<file path="src/sv/b64sc_pkg.sv">
// Shared types, constants and alphabet functions for the base64 stream codec.
// Used by b64sc_core, b64sc_emit and base64_stream_codec_top; no dependencies.
package b64sc_pkg;

  // Mode register codes
  localparam logic ModeEnc = 1'b0;
  localparam logic ModeDec = 1'b1;

  // Pad character '=' and the index given to characters outside the alphabet
  localparam logic [7:0] PadChar = 8'h3d;
  localparam logic [7:0] BadIdx  = 8'hff;

  // Most results that one input item can produce
  localparam int unsigned MaxRes = 4;
  localparam int unsigned CntW   = $clog2(MaxRes + 1);
  localparam int unsigned IdxW   = $clog2(MaxRes);

  // One result item
  typedef struct packed {
    logic [7:0] data;
    logic       dvalid;
    logic       last;
  } res_t;

  // All results caused by one input item, entry 0 goes out first
  typedef struct packed {
    res_t [MaxRes-1:0] ent;
    logic [CntW-1:0]   cnt;
  } bundle_t;

  // Map a 6-bit index to its alphabet character
  function automatic logic [7:0] b64_char(input logic [5:0] idx);
    logic [7:0] v;
    v = {2'b00, idx};
    if (idx < 6'd26) begin
      b64_char = v + 8'h41;            // 'A'..'Z'
    end else if (idx < 6'd52) begin
      b64_char = v + 8'd71;            // 'a'..'z'
    end else if (idx < 6'd62) begin
      b64_char = v - 8'd4;             // '0'..'9'
    end else if (idx == 6'd62) begin
      b64_char = 8'h2b;                // '+'
    end else begin
      b64_char = 8'h2f;                // '/'
    end
  endfunction

  // Map a character to its 6-bit index, or BadIdx when outside the alphabet
  function automatic logic [7:0] char_index(input logic [7:0] c);
    if (c >= 8'h41 && c <= 8'h5a) begin
      char_index = c - 8'h41;
    end else if (c >= 8'h61 && c <= 8'h7a) begin
      char_index = c - 8'd71;
    end else if (c >= 8'h30 && c <= 8'h39) begin
      char_index = c + 8'd4;
    end else if (c == 8'h2b) begin
      char_index = 8'd62;
    end else if (c == 8'h2f) begin
      char_index = 8'd63;
    end else begin
      char_index = BadIdx;
    end
  endfunction

endpackage

</file>
<file path="src/sv/base64_stream_codec_top.sv">
// Top level of the base64 stream codec: input register, codec core, emitter.
// Depends on b64sc_pkg, b64sc_core and b64sc_emit.
//
// Usage: write cfg_wdata with cfg_we to pick encode (0) or decode (1); a write
// drops any group in progress and must happen only while the block is idle.
// The input channel (in_vld/in_stall) moves one byte and a last flag per
// transfer. The output channel (out_vld/out_stall) moves one result per
// transfer: out_byte, out_valid (0 on an end-only marker) and out_last.
// An accepted item waits in the input register until the emitter is free; the
// core then turns it into up to four results in one pass, and the emitter
// registers them and offers the first one on the output channel. The emitter
// sends one result per cycle while the receiver does not stall, so a new
// item enters every cycle while results keep up: encode gives four results
// per three input bytes, decode three per four characters. The single
// output port sets the sustained rate.
// When the receiver stalls, the current result holds, the next bundle waits in
// the input register, and in_stall rises once both are occupied.
// Synchronous reset clears the handshake state, mode (encode) and group state.
module base64_stream_codec_top (
  input  logic       clk,
  input  logic       rst_n,
  input  logic       cfg_we,
  input  logic       cfg_wdata,
  input  logic       in_vld,
  output logic       in_stall,
  input  logic [7:0] in_byte,
  input  logic       in_last,
  output logic       out_vld,
  input  logic       out_stall,
  output logic [7:0] out_byte,
  output logic       out_valid,
  output logic       out_last
);

  logic               in_full_r;
  logic [7:0]         in_byte_r;
  logic               in_last_r;
  logic               free;
  logic               take;
  logic               acc;
  b64sc_pkg::bundle_t bundle;

  assign take     = in_full_r && free;
  assign in_stall = in_full_r && !free;
  assign acc      = in_vld && !in_stall;

  // Input register: fill on transfer, empty when the core takes the item
  always_ff @(posedge clk) begin
    if (!rst_n) begin
      in_full_r <= 1'b0;
    end else if (acc) begin
      in_full_r <= 1'b1;
    end else if (take) begin
      in_full_r <= 1'b0;
    end
  end

  always_ff @(posedge clk) begin
    if (acc) begin
      in_byte_r <= in_byte;
      in_last_r <= in_last;
    end
  end

  b64sc_core u_core (
    .clk       (clk),
    .rst_n     (rst_n),
    .cfg_we    (cfg_we),
    .cfg_wdata (cfg_wdata),
    .item_take (take),
    .item_byte (in_byte_r),
    .item_last (in_last_r),
    .bundle    (bundle)
  );

  b64sc_emit u_emit (
    .clk       (clk),
    .rst_n     (rst_n),
    .load      (take),
    .bundle    (bundle),
    .free      (free),
    .out_vld   (out_vld),
    .out_stall (out_stall),
    .out_byte  (out_byte),
    .out_valid (out_valid),
    .out_last  (out_last)
  );

endmodule

</file>
<file path="src/sv/b64sc_core.sv">
// Group state and one-pass encode/decode logic of the base64 stream codec.
// Builds the result bundle for one item; depends on b64sc_pkg.
module b64sc_core (
  input  logic                clk,
  input  logic                rst_n,
  input  logic                cfg_we,
  input  logic                cfg_wdata,
  input  logic                item_take,
  input  logic [7:0]          item_byte,
  input  logic                item_last,
  output b64sc_pkg::bundle_t  bundle
);

  logic       mode_r;
  logic [7:0] store_r [4];
  logic [2:0] fill_r;
  logic [2:0] fill_nxt;
  logic       pad_r;
  logic       pad_nxt;
  logic       wr_en;
  logic [1:0] wr_slot;
  logic [7:0] wr_val;

  // encode path
  logic [1:0] f_enc;
  logic [2:0] nf_enc;
  logic [7:0] g0, g1, g2;
  logic [5:0] sx [4];
  logic       enc_emit;

  // decode path
  logic       is_pad;
  logic [1:0] f_dec;
  logic [7:0] cidx;
  logic [2:0] n_dec;
  logic [7:0] sl [4];
  logic [7:0] db [3];
  logic       dec_emit;

  // Encode: place the byte in the group, split three bytes into four sextets
  always_comb begin
    f_enc  = (fill_r > 3'd2) ? 2'd0 : fill_r[1:0];
    nf_enc = {1'b0, f_enc} + 3'd1;
    g0 = (f_enc == 2'd0) ? item_byte : store_r[0];
    g1 = (f_enc == 2'd1) ? item_byte : ((f_enc == 2'd2) ? store_r[1] : 8'h00);
    g2 = (f_enc == 2'd2) ? item_byte : 8'h00;
    sx[0] = g0[7:2];
    sx[1] = {g0[1:0], g1[7:4]};
    sx[2] = {g1[3:0], g2[7:6]};
    sx[3] = g2[5:0];
    enc_emit = (f_enc == 2'd2) || item_last;
  end

  // Decode: gather the group slots, missing ones read as the bad index
  always_comb begin
    is_pad = (item_byte == b64sc_pkg::PadChar);
    f_dec  = (fill_r > 3'd3) ? 2'd0 : fill_r[1:0];
    cidx   = b64sc_pkg::char_index(item_byte);
    n_dec  = is_pad ? ((fill_r > 3'd3) ? 3'd0 : fill_r) : ({1'b0, f_dec} + 3'd1);
    for (int i = 0; i < 4; i++) begin
      if (is_pad) begin
        sl[i] = (3'(i) < n_dec) ? store_r[i] : b64sc_pkg::BadIdx;
      end else if (2'(i) < f_dec) begin
        sl[i] = store_r[i];
      end else if (2'(i) == f_dec) begin
        sl[i] = cidx;
      end else begin
        sl[i] = b64sc_pkg::BadIdx;
      end
    end
    db[0] = {sl[0][5:0], sl[1][5:4]};
    db[1] = {sl[1][3:0], sl[2][5:2]};
    db[2] = {sl[2][1:0], 6'b000000} + sl[3];
    dec_emit = is_pad || (n_dec == 3'd4) || item_last;
  end

  // Select results and next state for the current mode
  always_comb begin
    bundle   = '0;
    fill_nxt = fill_r;
    pad_nxt  = pad_r;
    wr_en    = 1'b0;
    wr_slot  = f_enc;
    wr_val   = item_byte;
    if (mode_r == b64sc_pkg::ModeEnc) begin
      wr_en    = 1'b1;
      fill_nxt = enc_emit ? 3'd0 : nf_enc;
      if (enc_emit) begin
        bundle.cnt = 3'd4;
        for (int i = 0; i < 4; i++) begin
          bundle.ent[i].data   = (3'(i) < nf_enc + 3'd1) ? b64sc_pkg::b64_char(sx[i])
                                                         : b64sc_pkg::PadChar;
          bundle.ent[i].dvalid = 1'b1;
          bundle.ent[i].last   = (i == 3) && item_last;
        end
      end
    end else if (pad_r) begin
      // after a pad, drop items until the last one, which ends the message
      if (item_last) begin
        bundle.cnt         = 3'd1;
        bundle.ent[0].last = 1'b1;
        pad_nxt            = 1'b0;
        fill_nxt           = 3'd0;
      end
    end else begin
      wr_en    = !is_pad;
      wr_slot  = f_dec;
      wr_val   = cidx;
      fill_nxt = dec_emit ? 3'd0 : n_dec;
      pad_nxt  = is_pad && !item_last;
      if (dec_emit) begin
        if (n_dec >= 3'd2) begin
          bundle.cnt = n_dec - 3'd1;
          for (int i = 0; i < 3; i++) begin
            bundle.ent[i].data   = db[i];
            bundle.ent[i].dvalid = 1'b1;
            bundle.ent[i].last   = item_last && (3'(i) + 3'd2 == n_dec);
          end
        end else if (item_last) begin
          bundle.cnt         = 3'd1;
          bundle.ent[0].last = 1'b1;
        end
      end
    end
  end

  // Mode register and group control; a mode write drops any open group
  always_ff @(posedge clk) begin
    if (!rst_n) begin
      mode_r <= b64sc_pkg::ModeEnc;
      fill_r <= 3'd0;
      pad_r  <= 1'b0;
    end else if (cfg_we) begin
      mode_r <= cfg_wdata;
      fill_r <= 3'd0;
      pad_r  <= 1'b0;
    end else if (item_take) begin
      fill_r <= fill_nxt;
      pad_r  <= pad_nxt;
    end
  end

  // Group store holds bytes or indices; read only where already written
  always_ff @(posedge clk) begin
    if (item_take && wr_en) begin
      store_r[wr_slot] <= wr_val;
    end
  end

endmodule

</file>
<file path="src/sv/b64sc_emit.sv">
// Result bundle register and serializer of the base64 stream codec.
// Sends one result per transfer on the output channel; depends on b64sc_pkg.
module b64sc_emit (
  input  logic                clk,
  input  logic                rst_n,
  input  logic                load,
  input  b64sc_pkg::bundle_t  bundle,
  output logic                free,
  output logic                out_vld,
  input  logic                out_stall,
  output logic [7:0]          out_byte,
  output logic                out_valid,
  output logic                out_last
);

  b64sc_pkg::bundle_t            bund_r;
  logic                          full_r;
  logic [b64sc_pkg::IdxW-1:0]    idx_r;
  logic                          xfer;
  logic                          last_x;
  b64sc_pkg::res_t               cur;

  // Present the current entry
  assign cur       = bund_r.ent[idx_r];
  assign out_vld   = full_r;
  assign out_byte  = cur.data;
  assign out_valid = cur.dvalid;
  assign out_last  = cur.last;

  assign xfer   = full_r && !out_stall;
  assign last_x = xfer && ({1'b0, idx_r} == bund_r.cnt - 3'd1);
  assign free   = !full_r || last_x;

  // Load a new bundle when the old one drains, else advance per transfer
  always_ff @(posedge clk) begin
    if (!rst_n) begin
      full_r <= 1'b0;
      idx_r  <= '0;
    end else if (load && free && bundle.cnt != 3'd0) begin
      full_r <= 1'b1;
      idx_r  <= '0;
    end else if (last_x) begin
      full_r <= 1'b0;
    end else if (xfer) begin
      idx_r <= idx_r + 2'd1;
    end
  end

  always_ff @(posedge clk) begin
    if (load && free) begin
      bund_r <= bundle;
    end
  end

  a_cnt_range: assert property (@(posedge clk) disable iff (!rst_n)
    full_r |-> (bund_r.cnt != 3'd0) && ({1'b0, idx_r} < bund_r.cnt))
    else $error("bundle index outside its count");

  a_hold_mid: assert property (@(posedge clk) disable iff (!rst_n)
    (xfer && !last_x) |=> full_r)
    else $error("bundle dropped before its last entry");

  a_marker_last: assert property (@(posedge clk) disable iff (!rst_n)
    (full_r && !cur.dvalid) |-> cur.last)
    else $error("end-only marker without last flag");

endmodule

</file>
<file path="config.mk">
export PLATFORM = sky130hd
export DESIGN_NAME = base64_stream_codec_top
export DESIGN_NICKNAME = d
export VERILOG_FILES = /design/src/sv/b64sc_pkg.sv /design/src/sv/base64_stream_codec_top.sv /design/src/sv/b64sc_core.sv /design/src/sv/b64sc_emit.sv
export SDC_FILE = /design/constraint.sdc
export NUM_CORES = 1
export LEC_CHECK = 0
export ABC_AREA = 0
export BUFFER_PORTS_ARGS = -buffer_cell sky130_fd_sc_hd__buf_4
export CORE_ASPECT_RATIO = 0.5
export CORE_UTILIZATION = 45
export CTS_CLUSTER_DIAMETER = 120
export DETAILED_ROUTE_END_ITERATION = 12
export GPL_TIMING_DRIVEN = 0
export HOLD_SLACK_MARGIN = 0.06
export PLACE_DENSITY = 0.73
export SLEW_MARGIN = 10
export SYNTH_ARGS = -nofsm -noshare
export SYNTH_HDL_FRONTEND = slang
export SYNTH_SLANG_ARGS = --single-unit
</file>
<file path="constraint.sdc">
create_clock -name clk -period 4.7 [get_ports clk]
set_input_delay 0.94 -clock clk [delete_from_list [all_inputs] [get_ports clk]]
set_output_delay 0.94 -clock clk [all_outputs]
set_load 0.1 [all_outputs]
</file>
==> flow_summary.ini, run 1 <==
[die]
die_y_um = 85.7
core-area_sq_um = 13600
die-area_sq_um = 14500
die-width_um = 169
ios = 27
rows = 30
start_util_pct = 46.3

[synth]
yosys_warnings = 0
ys_ff_latch = 81
yosysTopAreaCell = edfxtp_1
yosysMostFrequentCell = nand2_1
syn_area_sq_um = 6310
ys_seq_area_share_pct = 37.1
netlist_instances = 702
async_reset_ff_share_pct = 0
ys.flop_type = edfxtp_1
synthTopCellsByArea = edfxtp_1 34%, ha_1 9.1%, o21ai_0 5.6%, nand2_1 5.1%, a21oi_1 3.7%
synthDistinctLibCells = 66
synth_top_area_share_pct = 34.3
synth_nets = 763
synthTopCellsByCount = 86 x nand2_1, 72 x edfxtp_1, 70 x o21ai_0
synth-edff-count = 72
avgSynthCellArea_sq_um = 8.99

[power]
power_density_nw_per_um2 = 276
ir_worst_vdd_uv = 172
p_leak_nw = 2.74

[clocking]
path_clk_slew_ns = 0.07
cts_tree = built
clock_latency_ns = 0.34
cts_sinks = 81
postCtsHoldBufs = 0
numCtsBuffers = 9
h-tree-depth = 3
root_buffer = clkbuf_16
clockBufferDepth = 2

[sta]
worst_pin_slew_ns = 1.08
maxSlewViolCount = 0
final-setup-viol-count = 0
max_freq_ghz = 0.224
max-slew-margin-rel_pct = 27.8
finalHoldViolCount = 0
fin_ws_ns = 0.230
whs_ns = 0.502
rsz0062_at_grt = false
fin_crit_sh_pct = 95.1
fin_skew_ns = 0.00730
fin_crit_ns = 4.47

[layout]
fin_nets = 800
final_cell_area_sq_um = 7120
finalNonFillerCells = 937
drive_gt1_share_pct = 10.6
syn_to_final_growth_pct = 12.9

[place]
portBuffers = 26
dpl_cell_area_sq_um = 6780
dp_cells = 921
post-place-ws_ns = -0.124
dpl.hpwl_mm = 15.2
gp_congestion = 1.00

[drt]
viasPerCell = 6.26
wl_per_cell_um = 20.9
finalWirelength_mm = 19.6
drt-initial-drc-count = 813
ant_nets = 0
vias = 5870
drc = 0
firstDrtPassIters = 5

[grt]
grt_pass1_wl_mm = 29.9
grt_max_degree = 28
grt_pass1_vias = 5216
grt.total_usage_pct = 27.4
antenna_found_initial = 2
overflow = 0

[worst_setup_path]
crit_fanout = 11
worstPathArrival_ns = 4.58
critPathKind = flop to flop
cp-start-kind = flop
end_kind = flop
required_ns = 4.81

[outcome]
status = completed

[min_path]
hold_class = flop to flop

[flow_run]
max_cap_violations = 0
==> layout by cell type, fill, tap and decap left out, drive strengths merged, types with 6 or more instances in the layout <==
cell    instances
nand2          86
o21ai          74
edfxtp         72
a21oi          47
ha             46
inv            42
nor2           39
buf            37
clkbuf         35
nand3          26
o221ai         17
o211ai         16
nor3           15
xnor2          13
mux2i          13
a31oi          10
nor2b           9
nand2b          9
mux4            9
dfxtp           9
and2            8
a22oi           8
a21o            7
o21a            6
o22ai           6
==> sequential cells by signal (all words and copies together), names as in the netlist <==
signal / flops
u_core.mode_r: 1
u_core.store_r: 22
u_emit.out_vld: 1
u_emit.bund_r: 41
u_core.fill_r: 3
in_last_r: 1
u_core.pad_r: 1
u_emit.idx_r: 2
in_full_r: 1
in_byte_r: 8
==> cell type report <==
class | count | area (sq um)
Clock buffer | 9 | 225
Tap cell | 192 | 240
Inverter | 40 | 150
Sequential cell | 81 | 2340
Fill cell | 1272 | 6500
Timing Repair Buffer | 27 | 223
Clock inverter | 7 | 110
Multi-Input combinational cell | 544 | 3670
Buffer | 36 | 159
Antenna cell | 1 | 2.50
==> metal layers <==
layer  vias to the layer above  share of wire, %  track usage [%]
met5                         -             0.066                0
met4                         2               1.4             6.06
met3                        34                13             8.08
met2                       351                40             38.6
met1                      2776                45             41.1
li1                       2707                 -                -
==> critical path, cell delays in order (launching register included) <==
cell and delay, ns:
dfxtp_1 0.41, nand2b_1 0.15, clkbuf_2 0.24, nor2_2 0.28, inv_1 0.19, ha_1 0.33
clkbuf_2 0.21, clkbuf_2 0.22, a22oi_1 0.37, inv_1 0.14, ha_1 0.26, a21o_1 0.20
a21oi_1 0.34, a211oi_1 0.08, o32ai_1 0.27, a21oi_1 0.17, o21ai_0 0.37
==> power breakdown <==
part	total [mW]	switching (mW)	internal (mW)	leakage, nW
Sequential	0.840	0.0171	0.823	0.763
Clock	0.792	0.316	0.476	0.160
Combinational	0.332	0.232	0.100	1.82
==> per-stage QoR <==
step           power (mW)  setup TNS (ns)  utilization (%)
2_1_floorplan        1.08               0                -
3_3_place_gp         1.17          -0.131             49.5
3_5_place_dp         1.18          -0.325             49.7
4_1_cts              1.95               0             52.2
5_1_grt              2.02               0             52.3
6_report             1.96               0             52.3
==> logic make-up after synthesis <==
logic type | after synthesis | synth area share [%]
AO/OA/AOI/OAI | 232 | 23.6
AND/OR/NAND/NOR | 222 | 16.8
flip-flops | 81 | 37.1
buffers and inverters | 77 | 4.82
adder cells (fa/ha/maj) | 46 | 9.12
multiplexers | 26 | 5.99
XOR/XNOR | 18 | 2.50
==> repair_timing <==
action / 4_1_cts / 5_1_grt
setup buffers: 0 / 0
gates resized for setup: 1 / 14
setup endpoints to repair: 4 / 18
cloned: 0 / 0
==> path summary, 6_finish.rpt <==
check / start / endpoint / slack, ns / depth (start not counted)
max reg2reg: u_core.fill_r[1] / u_emit.bund_r[28] / 0.23 / 16
max: u_core.fill_r[1] / u_emit.bund_r[28] / 0.23 / 16
min: in_full_r / u_emit.out_vld / 0.50 / 2
min reg2reg: in_full_r / u_emit.out_vld / 0.50 / 2
Note: power is estimated with default switching activity, not from simulation.
==> run 2: changes to the inputs <==
--- a/config.mk
+++ b/config.mk
@@ -14,6 +14,7 @@
 export GPL_TIMING_DRIVEN = 0
 export HOLD_SLACK_MARGIN = 0.06
 export PLACE_DENSITY = 0.73
+export RECOVER_POWER = 50
 export SLEW_MARGIN = 10
 export SYNTH_ARGS = -nofsm -noshare
 export SYNTH_HDL_FRONTEND = slang
==> run 2 against run 1 <==
  * Non-clock buffer count stayed put
  * Setup slack got worse by 0.11 ns
  * Global-route usage unchanged
  * Clock power is essentially flat
  * Clock skew about the same
  * Die area did not move
  * First-iteration DRC count increased by 5.8%
  * Routed wire length shrank 0.21%
  * Worst hold slack got worse by 0.00083 ns
  * Critical path depth unchanged
  * Largest power group unchanged
  * Highest routed layer unchanged
==> flow_summary.ini, run 2 (synthesized netlist as in run 1, its figures left out) <==
[grt]
grt.total_usage_pct = 27.4
grt_max_degree = 28
overflow = 0
grt_pass1_vias = 5216
antenna_found_initial = 2
grt_pass1_wl_mm = 29.9

[power]
seq_power_share_pct = 42.9
power.share.combinational_pct = 16.8
cell_internal_pwr_mw = 1.40
power_density_nw_per_um2 = 276
ir_worst_vdd_uv = 173
p_sw_share_pct = 28.7
power.switching_mw = 0.563
p_leak_nw = 2.72
p_clk_share_pct = 40.3

[worst_setup_path]
timing.rr.start = u_core.fill_r[1]
crit_fanout = 11
end_kind = flop
worstPathArrival_ns = 4.67
required_ns = 4.79
critPathKind = flop to flop
cp-start-kind = flop
startpoint = u_core.fill_r[1]

[clocking]
clockBufferDepth = 2
clock_latency_ns = 0.34
path_clk_slew_ns = 0.07
cts_tree = built
cts_sinks = 81
h-tree-depth = 3
root_buffer = clkbuf_16
numCtsBuffers = 9

[die]
rows = 30
start_util_pct = 46.3
ios = 27
core-area_sq_um = 13600
die-area_sq_um = 14500
die-width_um = 169
die_y_um = 85.7

[drt]
wl_per_cell_um = 20.9
vias = 5870
drc = 0
ant_nets = 0
finalWirelength_mm = 19.6
firstDrtPassIters = 6
viasPerCell = 6.26
drt-initial-drc-count = 860

[layout]
final_common_cell = nand2_1
largest_reg_flops = 41
layout_common_cells = 86 x nand2_1, 72 x edfxtp_1, 70 x o21ai_0
top_register = u_emit.bund_r
drive_gt1_share_pct = 9.81
finalNonFillerCells = 938
fin_nets = 800
reg.largest.list = u_emit.bund_r: 41 flops, u_core.store_r: 22 flops, in_byte_r: 8 flops
syn_to_final_growth_pct = 12.6

[min_path]
hold_class = flop to flop
hp-start = in_full_r

[sta]
whs_ns = 0.501
finalHoldViolCount = 0
rsz0062_at_grt = false
final-setup-viol-count = 0
fin_crit_ns = 4.58
fin_skew_ns = 0.00779
maxSlewViolCount = 0
max_freq_ghz = 0.218
max-slew-margin-rel_pct = 22.7
worst_pin_slew_ns = 1.16
fin_ws_ns = 0.122
fin_crit_sh_pct = 97.4

[outcome]
status = completed

[place]
portBuffers = 26
post-place-ws_ns = -0.124
dpl.hpwl_mm = 15.2
dp_cells = 921
gp_congestion = 1.00

[flow_run]
max_cap_violations = 0
[run 2: timing repair]
item,CTS,global route
gates resized for setup,1,14
cloned,0,0
endpoints found under the setup margin,4,18
buffers inserted,0,0
hold buffers,0,0
[run 2: critical path, cell delays in order, from the launching register on]
cell and delay [ns]:
dfxtp_1 0.41, nand2b_1 0.15, clkbuf_2 0.25, nor2_2 0.28, inv_1 0.19, ha_1 0.32, clkbuf_2 0.21, clkbuf_2 0.22
a22oi_1 0.39, inv_1 0.15, ha_1 0.26, a21o_1 0.20, a21oi_1 0.36, a211oi_1 0.08, o32ai_1 0.27, a21oi_1 0.18
o21ai_0 0.41
[run 2: per-stage QoR]
stage / setup TNS, ns / cell area (sq um) / util, % / power [mW]
2_1_floorplan: 0 / 6310 / - / 1.08
3_3_place_gp: -0.131 / 6750 / 49.5 / 1.17
3_5_place_dp: -0.325 / 6780 / 49.7 / 1.18
4_1_cts: 0 / 7110 / 52.2 / 1.95
5_1_grt: 0 / 7100 / 52.1 / 2.02
6_report: 0 / 7110 / 52.2 / 1.96
[run 2: power by group through the flow]
| stage | registers [mW] | clock network, mW | logic, mW |
|---|---|---|---|
| 2_1_floorplan | 0.852 | 0 | 0.224 |
| 3_3_place_gp | 0.855 | 0 | 0.314 |
| 5_1_grt | 0.843 | 0.822 | 0.352 |
| 4_1_cts | 0.840 | 0.792 | 0.323 |
| 3_5_place_dp | 0.856 | 0 | 0.321 |
| 6_report | 0.841 | 0.790 | 0.329 |
[run 2: routing by layer]
metal,routed length (um),up-vias,share of wire (%),GRT usage (%)
met5,13,-,0.066,0
li1,-,2717,-,-
met2,7810,361,40,38.6
met1,8790,2759,45,41.1
met4,291,2,1.5,6.06
met3,2660,31,14,8.08
[run 2: layout make-up]
| cell class | instances | area [sq um] |
|---|---|---|
| diodes | 2 | 5.00 |
| plain buffers | 36 | 153 |
| clock buffers | 9 | 225 |
| clock inverters | 7 | 110 |
| fillers | 1275 | 6520 |
| inverters | 40 | 150 |
| multi-input cells | 544 | 3670 |
| flip-flops and latches | 81 | 2340 |
| well taps | 192 | 240 |
| repair buffers | 27 | 211 |
[run 2: worst paths after layout]
kind	endpoint	cells past startpoint	slack (ns)
setup / recovery	u_emit.bund_r[28]	16	0.12
hold / removal	u_emit.out_vld	2	0.50
setup reg to reg	u_emit.bund_r[28]	16	0.12
hold reg to reg	u_emit.out_vld	2	0.50
==> run 3: changes to the inputs <==
--- a/config.mk
+++ b/config.mk
@@ -6,7 +6,7 @@
 export NUM_CORES = 1
 export LEC_CHECK = 0
 export ABC_AREA = 0
-export BUFFER_PORTS_ARGS = -buffer_cell sky130_fd_sc_hd__buf_4
+export BUFFER_PORTS_ARGS = -buffer_cell sky130_fd_sc_hd__buf_2
 export CORE_ASPECT_RATIO = 0.5
 export CORE_UTILIZATION = 45
 export CTS_CLUSTER_DIAMETER = 120
==> run 3 against run 2 <==
  * Sequential power is essentially flat
  * Worst hold slack got worse by 0.017 ns
  * Sequential share of layout area rose by 0.41 points
  * Largest power group unchanged
==> flow_summary.ini, run 3 (synthesized netlist as in run 1, its figures left out) <==
[outcome]
status = completed

[worst_setup_path]
reg2reg_slack_ns = 0.04
rr_worst_depth = 17
crit_fanout = 10
end_kind = flop
required_ns = 4.81
startpoint = u_core.fill_r[2]
worstPathArrival_ns = 4.77
critPathKind = flop to flop
cp-start-kind = flop
timing.rr.start = u_core.fill_r[2]
reg2reg_to = u_emit.bund_r[28]

[layout]
diodes = 0
drive_gt1_share_pct = 9.54
final_cell_area_sq_um = 7020
layout_common_cells = 86 x nand2_1, 72 x edfxtp_1, 70 x o21ai_0
finalNonFillerCells = 936
n_fill_cell = 1262
reg.largest.list = u_emit.bund_r: 41 flops, u_core.store_r: 22 flops, in_byte_r: 8 flops
top_register = u_emit.bund_r
syn_to_final_growth_pct = 11.2
final_common_cell = nand2_1
largest_reg_flops = 41
fin_nets = 800

[grt]
grt_pass1_vias = 5136
grt_max_degree = 26
grt.total_usage_pct = 27.6
overflow = 0
grt_pass1_wl_mm = 29.8
antenna_found_initial = 0

[drt]
vias = 5855
wl_per_cell_um = 21.1
drt-initial-drc-count = 914
finalWirelength_mm = 19.7
drc = 0
viasPerCell = 6.26
firstDrtPassIters = 5
ant_nets = 0

[flow_run]
max_cap_violations = 0

[power]
power.total_mw = 1.95
p_leak_nw = 2.69
power_density_nw_per_um2 = 278
ir_worst_vdd_uv = 166

[die]
start_util_pct = 46.3
rows = 30
core-area_sq_um = 13600
die-area_sq_um = 14500
die_y_um = 85.7
die-width_um = 169
ios = 27

[sta]
rsz0062_at_grt = true
worst_pin_slew_ns = 1.32
fin_crit_ns = 4.66
fin_skew_ns = 0.0111
maxSlewViolCount = 0
finalHoldViolCount = 0
fin_ws_ns = 0.0411
fin_crit_sh_pct = 99.1
finalSetupTns_ns = 0
max_freq_ghz = 0.215
final-setup-viol-count = 0
max-slew-margin-rel_pct = 11.7

[clocking]
h-tree-depth = 3
clock_latency_ns = 0.35
postCtsSetupRepairBufs = 0
clockBufferDepth = 2
cts_tree = built
path_clk_slew_ns = 0.07
cts_sinks = 81
postCtsHoldBufs = 0
root_buffer = clkbuf_16
numCtsBuffers = 9

[min_path]
whs_path_depth = 2
hp-start = in_full_r
hold_class = flop to flop
holdPathEnd = u_emit.out_vld

[place]
dpl_cell_area_sq_um = 6710
dpl.hpwl_mm = 15.3
dp_cells = 921
portBuffers = 26
gp_congestion = 1.02
post-place-ws_ns = -0.139
-- run 3: final cells by class --
type	instances	area (sq um)	area share [%]
Tap cell	192	240	3.42
Buffer	36	153	2.17
Clock buffer	9	225	3.21
Sequential cell	81	2340	33.4
Clock inverter	7	106	1.51
Timing Repair Buffer	27	130	1.85
Multi-Input combinational cell	544	3670	52.3
Inverter	40	150	2.14
-- run 3: worst max-delay path, stage by stage (launching register included) --
cell,delay (ns)
dfxtp_1,0.35
nand2b_1,0.11
clkbuf_1,0.31
inv_1,0.22
nand2b_1,0.24
inv_1,0.11
ha_1,0.32
clkbuf_1,0.23
clkbuf_2,0.23
a22oi_1,0.38
inv_1,0.15
ha_1,0.27
a21o_1,0.19
a21oi_1,0.35
a211oi_1,0.09
o32ai_1,0.27
a21oi_1,0.19
o21ai_0,0.39
-- run 3: worst max path at each step --
stage / to / slack [ns] / cells past startpoint
4_1_cts: u_emit.bund_r[28] / 0.006 / 16
3_3_place_gp: u_emit.bund_r[38] / -0.07 / 18
3_5_place_dp: u_emit.bund_r[38] / -0.14 / 18
5_1_grt: u_emit.bund_r[28] / -0.09 / 17
6_report: u_emit.bund_r[28] / 0.04 / 17
2_1_floorplan: u_emit.bund_r[38] / 0.97 / 18
-- run 3: layer usage --
layer / vias to the layer above / GRT usage [%] / routed length [um]
li1: 2696 / - / -
met1: 2769 / 41.6 / 9110
met2: 355 / 39.2 / 7960
met3: 35 / 7.61 / 2420
met4: 0 / 5.16 / 250
met5: - / 0 / 0
-- run 3: metrics by stage --
stage	utilization, %	hold slack, ns
finish	51.5	0.483
global route	51.5	0.504
CTS	51.7	0.483
detailed placement	49.2	0.470
global placement	49.0	0.471
floorplan	-	0.452
-- run 3: where the power goes --
group | switching, mW | internal (mW) | total (mW)
registers | 0.0174 | 0.824 | 0.841
clock network | 0.315 | 0.476 | 0.791
logic | 0.231 | 0.0895 | 0.320
-- run 3: timing repair --
action / CTS / global route
gates resized for setup: 0 / 10
endpoints found under the setup margin: 3 / 17
hold endpoints to repair: 0 / 0
